### src/rtl/text_console_writer_unit_macros.svh
// ----------------------------------------------------------------------------
// text_console_writer_unit_macros.svh
// Assertion shorthands shared by the console writer modules.
// ----------------------------------------------------------------------------
`ifndef TEXT_CONSOLE_WRITER_UNIT_MACROS_SVH
`define TEXT_CONSOLE_WRITER_UNIT_MACROS_SVH

// condition holds at every edge outside reset
`define TCW_ASSERT_ALWAYS(label, clk, rst, cond, msg) \
   label: assert property (@(posedge clk) disable iff (rst) (cond)) else $error(msg);

// antecedent implies consequent in the same cycle
`define TCW_ASSERT_IMPLY(label, clk, rst, ante, cons, msg) \
   label: assert property (@(posedge clk) disable iff (rst) (ante) |-> (cons)) \
      else $error(msg);

// antecedent implies consequent in the next cycle
`define TCW_ASSERT_NEXT(label, clk, rst, ante, cons, msg) \
   label: assert property (@(posedge clk) disable iff (rst) (ante) |=> (cons)) \
      else $error(msg);

`endif

### src/rtl/tcw_pkg.sv
// ----------------------------------------------------------------------------
// tcw_pkg
// Shared types and constants of the text console writer.
// ----------------------------------------------------------------------------
package tcw_pkg;

   localparam int CODE_W     = 8;
   localparam int COLOR_W    = 8;
   localparam int CELL_W     = 16;
   localparam int POS_W      = 11;
   localparam int ADDR_IN_W  = 11;
   localparam int OP_W       = 2;
   localparam int CSR_ADDR_W = 3;
   localparam int CSR_DATA_W = 32;

   localparam logic [CODE_W-1:0]  NEWLINE_CODE = 8'h0A;
   localparam logic [CODE_W-1:0]  BLANK_CODE   = 8'h20;
   localparam logic [COLOR_W-1:0] COLOR_RESET  = 8'h07;
   localparam logic [CELL_W-1:0]  RESET_BLANK  = {COLOR_RESET, BLANK_CODE};

   // word index of the one register (paddr bit 2)
   localparam logic REG_TEXT_COLOR = 1'b0;

   typedef enum logic [OP_W-1:0] {
      OP_PUT   = 2'd0,
      OP_BACK  = 2'd1,
      OP_READ  = 2'd2,
      OP_CLEAR = 2'd3
   } op_type;

   typedef enum logic [2:0] {
      CUR_HOLD    = 3'd0,
      CUR_NEWLINE = 3'd1,
      CUR_ADVANCE = 3'd2,
      CUR_BACK    = 3'd3,
      CUR_HOME    = 3'd4
   } cur_cmd_type;

   typedef struct packed {
      logic at_origin;
      logic at_last_row;
      logic at_line_end;
      logic at_col0;
   } cur_stat_type;

endpackage

### src/rtl/tcw_cursor.sv
// ----------------------------------------------------------------------------
// tcw_cursor
// Cursor row, column and row base; moves on one command per cycle.
// ----------------------------------------------------------------------------
`include "text_console_writer_unit_macros.svh"

module tcw_cursor
   import tcw_pkg::*;
#(
   parameter int COLUMNS = 80,
   parameter int ROWS    = 25
) (
   input  logic                               clock,
   input  logic                               reset,
   input  cur_cmd_type                        cmd,
   output logic [$clog2(COLUMNS*ROWS)-1:0]    pos,
   output cur_stat_type                       stat
);

   localparam int AW = $clog2(COLUMNS*ROWS);
   localparam int RW = $clog2(ROWS);
   localparam int CW = $clog2(COLUMNS);
   localparam logic [RW-1:0] LAST_ROW  = RW'(ROWS-1);
   localparam logic [CW-1:0] LAST_COL  = CW'(COLUMNS-1);
   localparam logic [AW-1:0] ROW_STEP  = AW'(COLUMNS);
   localparam logic [AW-1:0] LAST_BASE = AW'((ROWS-1)*COLUMNS);

   logic [RW-1:0] row_ff, row_in;
   logic [CW-1:0] col_ff, col_in;
   logic [AW-1:0] base_ff, base_in;   // row_ff * COLUMNS

   assign stat.at_col0     = (col_ff == '0);
   assign stat.at_line_end = (col_ff == LAST_COL);
   assign stat.at_last_row = (row_ff == LAST_ROW);
   assign stat.at_origin   = (col_ff == '0) && (row_ff == '0);

   assign pos = base_ff + AW'(col_ff);

   always_comb begin
      row_in  = row_ff;
      col_in  = col_ff;
      base_in = base_ff;
      unique case (cmd)
         CUR_HOLD: begin
         end
         CUR_NEWLINE, CUR_ADVANCE: begin
            if (cmd == CUR_ADVANCE && col_ff != LAST_COL) begin
               col_in = col_ff + 1'b1;
            end else begin
               col_in = '0;
               // past the last row the screen scrolls; cursor keeps the row
               if (row_ff != LAST_ROW) begin
                  row_in  = row_ff + 1'b1;
                  base_in = base_ff + ROW_STEP;
               end
            end
         end
         CUR_BACK: begin
            if (col_ff != '0) begin
               col_in = col_ff - 1'b1;
            end else if (row_ff != '0) begin
               row_in  = row_ff - 1'b1;
               col_in  = LAST_COL;
               base_in = base_ff - ROW_STEP;
            end
         end
         CUR_HOME: begin
            row_in  = '0;
            col_in  = '0;
            base_in = '0;
         end
         default: begin
         end
      endcase
   end

   always_ff @(posedge clock) begin
      if (reset) begin
         row_ff  <= '0;
         col_ff  <= '0;
         base_ff <= '0;
      end else begin
         row_ff  <= row_in;
         col_ff  <= col_in;
         base_ff <= base_in;
      end
   end

   `TCW_ASSERT_ALWAYS(a_row_in_range, clock, reset, {1'b0, row_ff} < (RW+1)'(ROWS), "row out of range")
   `TCW_ASSERT_ALWAYS(a_col_in_range, clock, reset, {1'b0, col_ff} < (CW+1)'(COLUMNS), "column out of range")
   `TCW_ASSERT_IMPLY(a_base_tracks_row, clock, reset, stat.at_last_row, base_ff == LAST_BASE, "row base lost")

endmodule

### config.mk
export PLATFORM = sky130hd
export DESIGN_NAME = tcw_cursor
export DESIGN_NICKNAME = d
export VERILOG_FILES = /design/src/rtl/tcw_pkg.sv /design/src/rtl/tcw_cursor.sv
export VERILOG_INCLUDE_DIRS = /design/src /design/src/rtl
export SDC_FILE = /design/constraint.sdc
export NUM_CORES = 1
export LEC_CHECK = 0
export BUFFER_PORTS_ARGS = -buffer_cell sky130_fd_sc_hd__buf_2
export CAP_MARGIN = 20
export CORE_ASPECT_RATIO = 0.6
export CORE_MARGIN = 5
export CORE_UTILIZATION = 38
export CTS_BUF_LIST = sky130_fd_sc_hd__clkbuf_2
export DETAILED_ROUTE_END_ITERATION = 7
export PLACE_DENSITY_LB_ADDON = 0.1
export SLEW_MARGIN = 20
export SYNTH_ARGS = -nofsm -noshare
export SYNTH_HDL_FRONTEND = slang
export SYNTH_SLANG_ARGS = --single-unit
export TNS_END_PERCENT = 20
### constraint.sdc
create_clock -name clock -period 5.28 [get_ports clock]
set_clock_uncertainty 0.05 [all_clocks]
set_input_delay 0.264 -clock clock [delete_from_list [all_inputs] [get_ports clock]]
set_output_delay 0.264 -clock clock [all_outputs]
set_load 0.02 [all_outputs]
# Word-level counts from Yosys, hierarchy flattened
# Index checks and enable logic that the tools add are counted.
totals:
  reg_bits: 23
  word_cells: 47
  output_inout_bits: 15
  input_bits: 5
op_classes:
  n_mux: 14
  eq_ne: 13
  n_reduce_logical: 10
  n_addsub: 7
ops:
  columns: ["op", "n"]
  rows:
  - ["2-to-1 mux 11 bit", 4]
  - ["one-hot mux 11 bit (3 select lines)", 1]
  - ["2-to-1 mux 7 bit", 3]
  - ["one-hot mux 7 bit (3 select lines)", 1]
  - ["2-to-1 mux 5 bit", 4]
  - ["one-hot mux 5 bit (3 select lines)", 1]
  - ["adder 11 x 7 -> 11 bit", 1]
  - ["adder 11 x 7 -> 11 bit (second input constant)", 1]
  - ["subtractor 11 x 7 -> 11 bit (second input constant)", 1]
  - ["!= test 2 bit (second input constant)", 4]
  - ["adder 7 x 1 -> 7 bit (second input constant)", 1]
  - ["equality test 7 bit (second input constant)", 1]
  - ["zero test 7 bit", 1]
  - ["!= test 7 bit (second input constant)", 1]
  - ["nonzero test 7 bit", 1]
  - ["subtractor 7 x 1 -> 7 bit (second input constant)", 1]
  - ["equality test 3 x 2 -> 1 bit (second input constant)", 2]
  - ["adder 5 x 1 -> 5 bit (second input constant)", 1]
  - ["equality test 5 bit (second input constant)", 1]
  - ["zero test 5 bit", 1]
  - ["!= test 5 bit (second input constant)", 1]
  - ["AND reduction 5 bit", 1]
  - ["nonzero test 5 bit", 1]
  - ["subtractor 5 x 1 -> 5 bit (second input constant)", 1]
  - ["7 further kinds", 8]

# Logic depth before layout (Yosys ltp)
# Gate-level depths: netlist of the first run.
logic_depth:
  depth_word: 4
  mapped_depth: 9
  depth_no_buf: 8

# Least setup slack after synthesis of the first run
# OpenSTA, ideal clock, no wires.
synth_path:
  kind: "register to register"
  start: "register col_ff[0]"
  end: "register col_ff[2]"
  path_buffers: 1
  setup_slack_ns: 2.912
  required_ns: 5.115
  setup_time_ns: 0.115
  synth_period_minus_slack_ns: 2.368
  arrival_ns: 2.203
  stages_incl_launch_ff: 9
  cell_sequence: "dfxtp_1 > clkbuf_1 > inv_1 > ha_1 > or4b_4 > nor4_4 > a31oi_1 > o21a_1 > o21ba_1"
synth_between:
  elab_chain_len: 4
  elab_cells_between_ends: 10
  cone_classes: "add/sub (2); eq/ne (2); mux (3); reduce/logical (3)"
synth_lines:
  columns: ["item", "line_no", "text"]
  rows:
  - ["from (decl)", "tcw_cursor.sv:29", "logic [CW-1:0] col_ff, col_in;"]
  - ["from (signal assigned)", "tcw_cursor.sv:84", "col_ff <= col_in;"]
  - ["parallel branches: the longest is 4 deep, another holds subtractor 7 x 1 -> 7 bit", null, null]
# Several ways; the timed one is not identified.
# A chain may end at the register's enable or synchronous reset.

# Worst setup path in the final report of the first run
layout_path:
  start: "register col_ff[1]"
  end: "register base_ff[10]"
layout_between:
  elab_chain_len: 4
  elab_cells_between_ends: 6
  cone_classes: "eq/ne (3); reduce/logical (3)"
layout_lines:
  columns: ["item", "line_no", "text"]
  rows:
  - ["!= test 7 bit", "tcw_cursor.sv:47", "if (cmd == CUR_ADVANCE && col_ff != LAST_COL) begin"]
  - ["logical AND 1 bit", "tcw_cursor.sv:47", null]
  - ["!= test 2 bit (no line)", null, null]
  - ["AND reduction 5 bit (no line) (*)", null, null]
  - ["to (signal assigned)", "tcw_cursor.sv:85", "base_ff <= base_in;"]
  - ["to (decl)", "tcw_cursor.sv:30", "logic [AW-1:0] base_ff, base_in;"]
# Mark *: on every way between the ends. The rest lies on a longest branch, timed or not.

==> results.py, run 1 <==
metrics = {
    "status": {
        "result_of_the_run": "completed",
    },
    "routing": {
        "totalWireLength_um": 4260,
        "antenna_left": 0,
        "drt-initial-drc-count": 117,
        "drt_pre_antenna_iters": 4,
        "top_signal_layer_used": "met4",
        "wl_cell_um": 14.5,
        "routed_via_density": 5.31,
        "vias": 1560,
        "detailroute.wirelength.met3_um": 310,
        "met2_length_um": 1590,
        "met1Wirelength_um": 2330,
        "remaining_drc_errors": 0,
    },
    "placement": {
        "place_ws_ps": 2560,
        "globalplace.congestion": 0.811,
        "io_buffer_count": 19,
        "dpl.hpwl_um": 3120,
    },
    "floorplan": {
        "io_pins": 20,
        "fp.dieH_um": 62.8,
        "floorplan.core_area_sq_um": 4540,
        "design.die.area_sq_um": 6150,
        "placement_rows": 19,
        "die_w_um": 98.0,
        "start_util_pct": 38.9,
    },
    "synthesis": {
        "synth_sequential_area_ratio_pct": 21.5,
        "synth-edff-count": 0,
        "synth_async_sr_flop_share_pct": 0,
        "yosys.cell_types.count": 51,
        "synth_area_sq_um": 1770,
        "synthesis.nets": 246,
        "synth.yosys.warnings": 0,
        "postSynthCellCount": 224,
        "dominantRegCellSynth": "sky130_fd_sc_hd__dfxtp_1",
        "post_synth.cell_area_avg_sq_um": 7.88,
        "synth-seq-cells": 19,
    },
    "worst_setup_path": {
        "cp.arrival_ps": 2910,
        "crit_path_top_delay_cell": "sky130_fd_sc_hd__o32a_1",
        "crit_required_ps": 5500,
        "reg2reg_slack_ps": 2590,
        "cp_top_family": "compound AO/OA/AOI/OAI gates",
        "path_class": "reg -> reg",
        "worst_path_cell_trace": "inv_1, ha_1, or4b_4, o32ai_1, o32a_1, nor3b_1, a31o_2",
        "number_of_buffer_and_inverter_instances_along_the_worst_setup_path": 1,
        "crit_path_max_fanout": 20,
        "cp_slowest_stage_delay_ps": 650,
        "crit_path_end_kind": "flop",
        "start_kind": "flop",
    },
    "cts": {
        "ctsHoldBuffers": 0,
        "clockRootBuffer": "sky130_fd_sc_hd__clkbuf_2",
        "cts_tree": "done",
        "worstSkewPairLatency_ps": 340,
        "cts_inserted_buffers": 3,
        "cts_htree_levels": 1,
        "post_cts_resize_count": 0,
        "post-cts-setup-buffer-count": 0,
        "worst_setup_hold_path_clk_slew_ps": 220,
        "cts-root-to-sink-buffers": 2,
        "cts.sinks": 19,
    },
    "global_routing": {
        "grt_pass1_wl_um": 7270,
        "grt_util_all_layers_pct": 14.3,
        "grt_start_max_net_pins": 21,
        "grt_pass1_vias": 1414,
        "grt_overflow_total": 0,
        "antenna_found_initial": 0,
    },
    "sta": {
        "layout_worst_path_cycle_share_pct": 51.0,
        "report.final.slew_viol_count": 0,
        "max_freq_mhz": 372,
        "period_minus_slack_ps": 2690,
        "timing.final.ws_setup_ps": 2590,
        "tightest_slew_ps": 727,
        "rsz_0062_raised_after_global_routing": "false",
        "sum_of_negative_setup_slack_ps": 0,
        "finalHoldWorstSlack_ps": 252,
        "final-hold-violation-count": 0,
        "worst_slew_margin_rel_pct": 51.5,
        "setup_violating_endpoint_count_in_the_final_report": 0,
    },
    "final_layout": {
        "layout_commonest_cell": "sky130_fd_sc_hd__nor2_1",
        "num-nets-final": 254,
        "syn_to_final_growth_pct": 6.73,
        "antenna-diode-count": 0,
        "num-fill-cells": 463,
        "layout.cells.most_common_list": "sky130_fd_sc_hd__nor2_1, sky130_fd_sc_hd__dfxtp_1, sky130_fd_sc_hd__buf_2",
        "post_route_cells_drive_above_1_share_pct": 14.3,
    },
    "power": {
        "swShare_pct": 42.4,
        "power.combinational.fraction_pct": 42.1,
        "leakagePower_nw": 0.801,
        "p_int_w": 0.000249,
        "share_seq_of_total_power_pct": 41.4,
        "ir_worst_vdd_v": 0.0000910,
        "net-switching-power_w": 0.000183,
        "p_clk_share_pct": 16.5,
        "pd_cells_nw_per_um2": 229,
    },
    "flow_run": {
        "max_cap_violations": 0,
    },
    "worst_hold_path": {
        "min_path_type": "in -> reg",
    },
}
## cell families after synthesis
| logic type | count (synthesis) | share of synthesized area [%] |
|---|---|---|
| compound gates | 57 | 21.3 |
| xor+xnor | 18 | 8.93 |
| fa+ha+maj | 17 | 12.9 |
| buf+inv | 26 | 6.59 |
| flops | 19 | 21.5 |
| mux | 6 | 3.47 |
| simple gates | 81 | 25.2 |
## per-layer routing
metal / up-vias / track usage [%]
met4: 0 / 2.59
li1: 813 / -
met2: 41 / 18.1
met3: 4 / 3.90
met1: 702 / 23.2
met5: - / 0
## flip-flops by register name, summed over array words and instances (netlist names)
register and count:
row_ff 5, base_ff 7, col_ff 7
## cell usage after synthesis, drive strengths merged (6+ instances only)
master | count | share of area [%]
inv | 9 | 1.9
nand2 | 12 | 2.6
xor2 | 6 | 3.0
ha | 15 | 11
nor2 | 20 | 4.3
nand3 | 13 | 3.7
clkbuf | 10 | 2.1
nand2b | 8 | 2.8
buf | 7 | 2.6
a21oi | 18 | 5.1
dfxtp | 19 | 22
xnor2 | 12 | 6.0
o21ai | 10 | 2.8
## power by group through the flow
stage                     logic [W]  registers, W  clock network [W]
after detailed placement   0.000181      0.000181                  0
after global routing       0.000204      0.000182          0.0000807
after CTS                  0.000183      0.000178          0.0000765
after global placement     0.000184      0.000182                  0
final                      0.000182      0.000179          0.0000714
after floorplan            0.000154      0.000170                  0
## final timing paths
kind	from	cells after the start	end
min	reset	2	row_ff[2]
max reg2reg	col_ff[1]	7	base_ff[10]
max	col_ff[1]	7	base_ff[10]
min reg2reg	row_ff[3]	2	row_ff[3]
## through the flow
stage	util (%)	power, W	instances	instance area [sq um]
detailed placement	41.1	0.000362	290	1860
finish	41.5	0.000432	294	1880
CTS	41.5	0.000438	294	1880
floorplan	-	0.000323	224	1770
global route	41.5	0.000466	294	1880
global placement	41.1	0.000365	290	1860
## layout make-up
class | count | area [sq um] | area share (%)
inverter | 9 | 33.8 | 1.79
clock buffer | 3 | 15.0 | 0.797
sequential | 19 | 380 | 20.2
clock inverter | 1 | 5.00 | 0.266
timing repair buffer | 20 | 103 | 5.44
multi-input combinational | 179 | 1270 | 67.3
tap | 63 | 78.8 | 4.18
No activity file was read; power rests on OpenSTA's default activity.
==> inputs of run 2 (changes only) <==
==> constraint.sdc (replaced) <==
create_clock -name clock -period 2.74 [get_ports clock]
set_clock_uncertainty 0.05 [all_clocks]
set_input_delay 0.137 -clock clock [delete_from_list [all_inputs] [get_ports clock]]
set_output_delay 0.137 -clock clock [all_outputs]
set_load 0.02 [all_outputs]
==> run 2 against run 1 <==
Compared with the run above:
- die area unchanged
- first-iteration DRC count shrank 35%
- flip-flop and latch count is the same
- setup slack worse by 2200 ps
- cell count increased by 2.4%
- register-to-register slack got worse by 2200 ps
- clock power increased by 95%
- largest cell class unchanged
- highest routed layer unchanged
==> results.py, run 2 (synthesized netlist as in run 1, its figures left out) <==
metrics = {
    "worst_setup_path": {
        "crit_required_ps": 2950,
        "worstReg2RegEnd": "base_ff[10]",
        "cp.arrival_ps": 2600,
        "crit_path_top_delay_cell": "sky130_fd_sc_hd__or4b_4",
        "start_kind": "flop",
        "cp_top_family": "compound AO/OA/AOI/OAI gates",
        "crit_path_max_fanout": 20,
        "path_class": "reg -> reg",
        "crit_path_end_kind": "flop",
        "reg2reg_slack_ps": 350,
        "worst_path_cell_trace": "inv_1, ha_1, or4b_4, o32ai_1, o32a_1, buf_4, nor3b_1, a31o_2",
        "r2r_start": "col_ff[1]",
        "r2r_cells": 8,
        "number_of_buffer_and_inverter_instances_along_the_worst_setup_path": 2,
        "cp_slowest_stage_delay_ps": 500,
    },
    "power": {
        "pd_cells_nw_per_um2": 436,
        "p_clk_share_pct": 16.4,
        "swShare_pct": 41.5,
        "ir_worst_vdd_v": 0.000149,
        "leakagePower_nw": 0.838,
        "power.combinational.fraction_pct": 44.1,
        "p_int_w": 0.000494,
        "share_seq_of_total_power_pct": 39.5,
        "net-switching-power_w": 0.000350,
    },
    "floorplan": {
        "floorplan.core_area_sq_um": 4540,
        "placement_rows": 19,
        "die_w_um": 98.0,
        "design.die.area_sq_um": 6150,
        "start_util_pct": 38.9,
        "fp.dieH_um": 62.8,
        "io_pins": 20,
    },
    "global_routing": {
        "grt_util_all_layers_pct": 14.9,
        "grt_pass1_vias": 1448,
        "antenna_found_initial": 0,
        "grt_start_max_net_pins": 21,
        "grt_pass1_wl_um": 7420,
        "grt_overflow_total": 0,
    },
    "cts": {
        "ctsHoldBuffers": 0,
        "cts_htree_levels": 1,
        "cts_tree": "done",
        "cts-root-to-sink-buffers": 2,
        "post-cts-setup-buffer-count": 0,
        "clockRootBuffer": "sky130_fd_sc_hd__clkbuf_2",
        "post_cts_resize_count": 0,
        "cts.sinks": 19,
        "worst_setup_hold_path_clk_slew_ps": 210,
        "cts_inserted_buffers": 3,
        "worstSkewPairLatency_ps": 320,
    },
    "sta": {
        "setup_violating_endpoint_count_in_the_final_report": 0,
        "report.final.slew_viol_count": 0,
        "sum_of_negative_setup_slack_ps": 0,
        "max_freq_mhz": 419,
        "timing.final.ws_setup_ps": 352,
        "period_minus_slack_ps": 2390,
        "tightest_slew_ps": 531,
        "final-hold-violation-count": 0,
        "rsz_0062_raised_after_global_routing": "false",
        "worst_slew_margin_rel_pct": 64.2,
        "layout_worst_path_cycle_share_pct": 87.2,
    },
    "final_layout": {
        "num-fill-cells": 481,
        "post_route_cell_area_sq_um": 1940,
        "final_core_utilization_pct": 42.7,
        "num-nets-final": 261,
        "layout.cells.most_common_list": "sky130_fd_sc_hd__nor2_1, sky130_fd_sc_hd__dfxtp_1, sky130_fd_sc_hd__buf_2",
        "largest_registers": "base_ff: 7 flops, col_ff: 7 flops, row_ff: 5 flops",
        "syn_to_final_growth_pct": 9.71,
        "post_route_cells_drive_above_1_share_pct": 16.8,
        "layout_commonest_cell": "sky130_fd_sc_hd__nor2_1",
        "antenna-diode-count": 0,
    },
    "routing": {
        "antenna_left": 0,
        "wl_cell_um": 14.6,
        "totalWireLength_um": 4400,
        "vias": 1584,
        "drt_pre_antenna_iters": 4,
        "remaining_drc_errors": 0,
        "drt-initial-drc-count": 76,
        "routed_via_density": 5.26,
    },
    "flow_run": {
        "max_cap_violations": 0,
    },
    "placement": {
        "placedInstanceArea_sq_um": 1920,
        "io_buffer_count": 19,
        "globalplace.congestion": 0.838,
        "dpl.hpwl_um": 3340,
        "place_ws_ps": 391,
    },
    "worst_hold_path": {
        "min_path_type": "in -> reg",
        "hold_path.startpoint": "reset",
        "worst_min_delay_path_endpoint": "row_ff[0]",
        "min_path_cells": 2,
    },
    "status": {
        "result_of_the_run": "completed",
    },
}
## run 2: worst reg2reg max path: stages, from the launching register on
cell,delay [ps]
sky130_fd_sc_hd__dfxtp_1,430
sky130_fd_sc_hd__inv_1,140
sky130_fd_sc_hd__ha_1,200
sky130_fd_sc_hd__or4b_4,500
sky130_fd_sc_hd__o32ai_1,290
sky130_fd_sc_hd__o32a_1,180
sky130_fd_sc_hd__buf_4,240
sky130_fd_sc_hd__nor3b_1,80
sky130_fd_sc_hd__a31o_2,220
## run 2: power by group through the flow
| stage | clock network (W) | registers [W] | logic (W) |
|---|---|---|---|
| 6_report | 0.000139 | 0.000333 | 0.000372 |
| 3_3_place_gp | 0 | 0.000339 | 0.000374 |
| 2_1_floorplan | 0 | 0.000327 | 0.000296 |
| 5_1_grt | 0.000157 | 0.000338 | 0.000417 |
| 4_1_cts | 0.000147 | 0.000333 | 0.000373 |
| 3_5_place_dp | 0 | 0.000338 | 0.000371 |
## run 2: routing by layer
layer	vias to the layer above	routed length, um	track usage [%]
met1	703	2490	24.4
li1	830	-	-
met4	0	36	2.76
met5	-	0	0
met3	4	385	3.79
met2	47	1490	18.6
## run 2: how the worst max path moves through the flow
| stage | startpoint | end | slack, ps | depth (start not counted) |
|---|---|---|---|---|
| 6_report | col_ff[1] | base_ff[10] | 350 | 8 |
| 5_1_grt | col_ff[5] | pos[10] | 150 | 7 |
| 4_1_cts | col_ff[5] | pos[10] | 320 | 7 |
| 3_5_place_dp | col_ff[1] | base_ff[10] | 390 | 8 |
| 3_3_place_gp | col_ff[1] | base_ff[10] | 420 | 8 |
| 2_1_floorplan | col_ff[0] | col_ff[2] | 370 | 8 |
## run 2: stage by stage
stage | power (W) | hold slack, ps | instances
finish | 0.000844 | 154 | 301
detailed placement | 0.000709 | 446 | 297
floorplan | 0.000623 | 290 | 224
CTS | 0.000853 | 134 | 301
global placement | 0.000712 | 454 | 297
global route | 0.000912 | 131 | 301
## run 2: layout make-up
class,count,area (sq um),share of cell area [%]
well taps,63,78.8,4.07
multi-input cells,179,1270,65.5
repair buffers,27,155,8.01
clock buffers,4,20.0,1.03
flip-flops and latches,19,380,19.6
inverters,9,33.8,1.74
